[src/sv/tvsl_pkg.sv]
package tvsl_pkg;

   localparam int SAMPLE_W   = 16;
   localparam int DIM_W      = 7;
   localparam int ZDIM_W     = 5;
   localparam int SCORE_W    = 60;
   localparam int CSR_IDX_W  = 3;
   localparam int CSR_DATA_W = 7;

   typedef enum logic [CSR_IDX_W-1:0] {
      CSR_X_SIZE        = 3'd0,
      CSR_Y_SIZE        = 3'd1,
      CSR_Z_SIZE        = 3'd2,
      CSR_COLUMN_SELECT = 3'd3,
      CSR_ROW_SELECT    = 3'd4
   } csr_index_type;

   typedef enum logic [1:0] {
      ERR_NONE     = 2'd0,
      ERR_NO_FUNC  = 2'd1,
      ERR_TOO_MANY = 2'd2,
      ERR_PARTIAL  = 2'd3
   } err_code_type;

   typedef struct packed {
      logic signed [SAMPLE_W-1:0] sample;
      logic                       functional;
      logic                       last;
   } req_type;

   typedef struct packed {
      logic               spike_found;
      logic [DIM_W-1:0]   peak_x;
      logic [DIM_W-1:0]   peak_y;
      logic [SCORE_W-1:0] peak_score;
      logic [SCORE_W-1:0] second_score;
      err_code_type       error_code;
   } rsp_type;

   typedef struct packed {
      logic [DIM_W-1:0]  x_size;
      logic [DIM_W-1:0]  y_size;
      logic [ZDIM_W-1:0] z_size;
      logic [DIM_W-1:0]  column_select;
      logic [DIM_W-1:0]  row_select;
   } cfg_type;

   typedef enum logic [3:0] {
      ST_CLEAR,
      ST_IDLE,
      ST_DIM1,
      ST_DIM2,
      ST_READ,
      ST_UPDATE,
      ST_CHECK,
      ST_SC_INIT,
      ST_SC_READ,
      ST_SC_MUL,
      ST_SC_ACC,
      ST_SC_COL,
      ST_REPORT
   } ctrl_state_type;

   typedef struct packed {
      logic latch;
      logic dims1;
      logic dims2;
      logic rd;
      logic upd;
      logic sc_init;
      logic sc_rd;
      logic sc_mul;
      logic sc_acc;
      logic sc_col;
      logic report;
      logic clr_step;
   } dp_cmd_type;

   typedef struct packed {
      logic         last;
      err_code_type err;
      logic         z_last;
      logic         col_last;
      logic         clr_last;
   } dp_status_type;

endpackage

[src/sv/tvsl_ctrl.sv]
module tvsl_ctrl (
   input  logic                   clock,
   input  logic                   reset,
   input  logic                   start,
   output logic                   busy,
   input  tvsl_pkg::dp_status_type status,
   output tvsl_pkg::dp_cmd_type    cmd
);
   import tvsl_pkg::*;

   ctrl_state_type state_ff, state_in;

   always_ff @(posedge clock) begin
      if (reset) begin
         state_ff <= ST_CLEAR;
      end else begin
         state_ff <= state_in;
      end
   end

   always_comb begin
      state_in = state_ff;
      cmd      = '0;
      busy     = 1'b1;
      unique case (state_ff)
         ST_CLEAR: begin
            cmd.clr_step = 1'b1;
            if (status.clr_last) state_in = ST_IDLE;
         end
         ST_IDLE: begin
            busy = 1'b0;
            if (start) begin
               cmd.latch = 1'b1;
               state_in  = ST_DIM1;
            end
         end
         ST_DIM1: begin
            cmd.dims1 = 1'b1;
            state_in  = ST_DIM2;
         end
         ST_DIM2: begin
            cmd.dims2 = 1'b1;
            state_in  = ST_READ;
         end
         ST_READ: begin
            cmd.rd   = 1'b1;
            state_in = ST_UPDATE;
         end
         ST_UPDATE: begin
            cmd.upd  = 1'b1;
            state_in = status.last ? ST_CHECK : ST_IDLE;
         end
         ST_CHECK: begin
            state_in = (status.err != ERR_NONE) ? ST_REPORT : ST_SC_INIT;
         end
         ST_SC_INIT: begin
            cmd.sc_init = 1'b1;
            state_in    = ST_SC_READ;
         end
         ST_SC_READ: begin
            cmd.sc_rd = 1'b1;
            state_in  = ST_SC_MUL;
         end
         ST_SC_MUL: begin
            cmd.sc_mul = 1'b1;
            state_in   = ST_SC_ACC;
         end
         ST_SC_ACC: begin
            cmd.sc_acc = 1'b1;
            state_in   = status.z_last ? ST_SC_COL : ST_SC_READ;
         end
         ST_SC_COL: begin
            cmd.sc_col = 1'b1;
            state_in   = status.col_last ? ST_REPORT : ST_SC_READ;
         end
         ST_REPORT: begin
            cmd.report = 1'b1;
            state_in   = ST_CLEAR;
         end
         default: state_in = ST_CLEAR;
      endcase
   end

endmodule

[config.mk]
export PLATFORM = sky130hd
export DESIGN_NAME = tvsl_ctrl
export DESIGN_NICKNAME = d
export VERILOG_FILES = /design/src/sv/tvsl_pkg.sv /design/src/sv/tvsl_ctrl.sv
export SDC_FILE = /design/constraint.sdc
export NUM_CORES = 1
export LEC_CHECK = 0
export ABC_AREA = 1
export BUFFER_PORTS_ARGS = -buffer_cell sky130_fd_sc_hd__buf_2
export CAP_MARGIN = 0
export CELL_PAD_IN_SITES_DETAIL_PLACEMENT = 2
export CELL_PAD_IN_SITES_GLOBAL_PLACEMENT = 2
export CORE_MARGIN = 4
export CORE_UTILIZATION = 19
export CTS_CLUSTER_DIAMETER = 50
export CTS_CLUSTER_SIZE = 30
export DETAILED_ROUTE_END_ITERATION = 16
export GPL_ROUTABILITY_DRIVEN = 0
export HOLD_SLACK_MARGIN = 0.03
export PLACE_DENSITY_LB_ADDON = 0.15
export SLEW_MARGIN = 40
export SYNTH_ARGS = -nofsm -noshare
export SYNTH_HDL_FRONTEND = slang
export SYNTH_SLANG_ARGS = --single-unit
export TNS_END_PERCENT = 50
[constraint.sdc]
create_clock -name clock -period 1.64 [get_ports clock]
set_input_delay 0.082 -clock clock [delete_from_list [all_inputs] [get_ports clock]]
set_output_delay 0.082 -clock clock [all_outputs]
set_load 0.02 [all_outputs]
==> run_results.csv <==
group,metric,value,unit
outcome,status,"completed",
floorplanning,core_region_area,1783,um^2
floorplanning,start_util,20.70,%
logic_synthesis,yosysTopAreaCell,"dfxtp_1",
global_routing,antenna_found_initial,0,
clock_tree,numCtsBuffers,3,
setup_path,cp.arrival,1.24,ns
sta,finalHoldViolCount,0,
clock_tree,clockBufferDepth,2,
setup_path,worstReg2RegStart,"state_ff[0]$_SDFFE_PP0P_",
logic_synthesis,ys_seq_area_share,21.69,%
route,drt_iter0_drc,7,
setup_path,reg2reg_depth,7,
logic_synthesis,synth_edf_count,0,
worst_hold_path,hold_class,"in -> reg",
logic_synthesis,ys_types,15,
layout,largest_register_ffs,4,
global_routing,grt_pass1_wl,2.352,mm
place,dpl.cell_count,113,
logic_synthesis,yosys.cell_count.top_type,"nor2_1",
worst_hold_path,hold_depth,4,
logic_synthesis,synthFlopType,"dfxtp_1",
route,vias,498,
layout,finish.utilization,30.18,%
route,finalWirelength,1.363,mm
floorplanning,die_h,52.08,um
setup_path,crit_start,"state_ff[3]$_SDFFE_PP0P_",
layout,largest-register,"state_ff",
sta,min_period_over_period,80.32,%
sta,tightestPinTransition,0.2544,ns
power_and_ir_drop,powerDensity,766.4,nW/um^2
setup_path,cpMaxStageDelayCell,"dfxtp_1",
setup_path,worstPathMaxFanout,4,
clock_tree,cts_tree,"yes",
logic_synthesis,postSynthCellCount,67,
setup_path,critical_path.top_delay_family,"flip-flops",
place,dp_hpwl,1.224,mm
logic_synthesis,synth_area,369.1,um^2
route,viasPerCell,4.256,
route,drc_errors,0,
setup_path,slowest_delay,0.40,ns
floorplanning,die_w,52.08,um
sta,final.setup_skew,0.005223,ns
setup_path,path_buf_inv,3,
logic_synthesis,ys_ff_latch,4,
logic_synthesis,syn_avg_cell_area,5.509,um^2
global_routing,grt_max_degree,6,
floorplanning,io_pins,22,
floorplanning,die_area,2712,um^2
sta,setup_viol,0,
setup_path,crit_required,1.56,ns
clock_tree,clkTransAtPathRegs,0.04,ns
sta,whs,0.1771,ns
place,dp_slack,0.4364,ns
global_routing,grt_overflow,0,
clock_tree,clkSinkCount,4,
setup_path,worstSetupPathDepth,5,
clock_tree,clk_latency,0.23,ns
logic_synthesis,synth.area.top_cells,"dfxtp_1 (22%), nor2_1 (16%), nand2_1 (14%)",
sta,period_needed,1.317,ns
route,wl_per_cell,11.65,um
global_routing,grtUsageTotal,12.09,%
power_and_ir_drop,p_leak,0.3316,nW
clock_tree,h-tree-depth,1,
layout,nFillCells,235,
setup_path,startpoint_type,"flip-flop",
logic_synthesis,ys.warnings.count,0,
logic_synthesis,async_flop_share,0,%
logic_synthesis,synth_common_cells,"nor2_1 (16), nand2_1 (14), inv_1 (10)",
clock_tree,ctsHoldBuffers,1,
sta,rsz0062_at_grt,"false",
place,io_buffers,21,
sta,slew_headroom,83.01,%
layout,drive_gt1_share,36.96,%
run,cap_viol_max_count,0,
worst_hold_path,hp-start,"start",
layout,area_growth,45.76,%
sta,slew_viol_final,0,
sta,fin_ws,0.3228,ns
clock_tree,root_buffer,"clkbuf_4",
layout,reg.largest.list,"state_ff: 4 flops",
route,drt_pass1_iterations,2,
sta,fin_tns_setup,0,ns
power_and_ir_drop,peakVddDrop,424.1,uV
sta,max_freq,759.2,MHz
layout,nets,103,
logic_synthesis,synth_top_area_share,21.69,%
clock_tree,post_cts_buffers,0,
layout,layoutNonFillerInstCount,117,
route,antenna_left,0,
global_routing,grt_pass1_vias,543,
setup_path,crit_type,"reg -> out",
setup_path,crit_path_end_kind,"output port",
layout,diodes,0,
setup_path,path_cells,"inv_2 > nor2_2 > inv_1 > nor2_1 > buf_2",
clock_tree,post_cts_resized,0,
logic_synthesis,synth_fp_nets,76,
floorplanning,num_rows,15,
## layout make-up
cell class                 count  area (um^2)  area share (%)
timing repair buffer          22        115.1           21.40
tap                           25        31.28           5.814
inverter                      14        52.55           9.767
multi-input combinational     49        236.5           43.95
clock buffer                   3        22.52           4.186
sequential                     4        80.08           14.88
## kinds of logic after synthesis
logic type             count (synthesis)  synth area share (%)
flip-flops                             4                 21.70
buffers and inverters                 14                 14.24
AO/OA/AOI/OAI                          6                 9.832
AND/OR/NAND/NOR                       43                 54.23
## report_power, final
part | total (mW) | switching (mW) | leakage [nW] | internal, mW
Clock | 0.119 | 0.0373 | 0.0138 | 0.0816
Combinational | 0.170 | 0.114 | 0.285 | 0.0565
Sequential | 0.123 | 0.0160 | 0.0326 | 0.107
## routing by layer
metal	track usage [%]	part of all wire, %
met1	14.63	46
met2	20.08	49
met3	4.585	5.4
met4	2.620	0
met5	0	0
## stage by stage
step           power [mW]  instance area, um^2
6_report           0.4123                538.0
5_1_grt            0.4589                538.0
4_1_cts            0.4261                538.0
3_5_place_dp       0.2971                505.5
3_3_place_gp       0.2925                505.5
2_1_floorplan      0.2374                369.1
## layout by cell type, fill, tap and decap left out, types with 3 or more instances in the layout
| master | count |
|---|---|
| inv_1 | 10 |
| dfxtp_1 | 4 |
| buf_2 | 21 |
| nand3_1 | 4 |
| clkbuf_4 | 3 |
| inv_2 | 4 |
| nor2_1 | 16 |
| nand2_1 | 14 |
## path summary, 6_finish.rpt
kind,end,slack [ns]
setup reg to reg,state_ff[1]$_SDFFE_PP0P_,0.44
hold reg to reg,state_ff[2]$_SDFFE_PP0P_,0.69
setup / recovery,cmd[5],0.32
hold / removal,state_ff[0]$_SDFFE_PP0P_,0.18
## worst reg2reg max path, cell delays in order, from the launching register on
cell and delay, ns:
dfxtp_1 0.41, inv_2 0.08, nand2_1 0.12, nor2_1 0.07, a21oi_1 0.14, nand2_1 0.08, o21ai_1 0.13, nor2_1 0.05
Power figures use the tool's default switching activity.
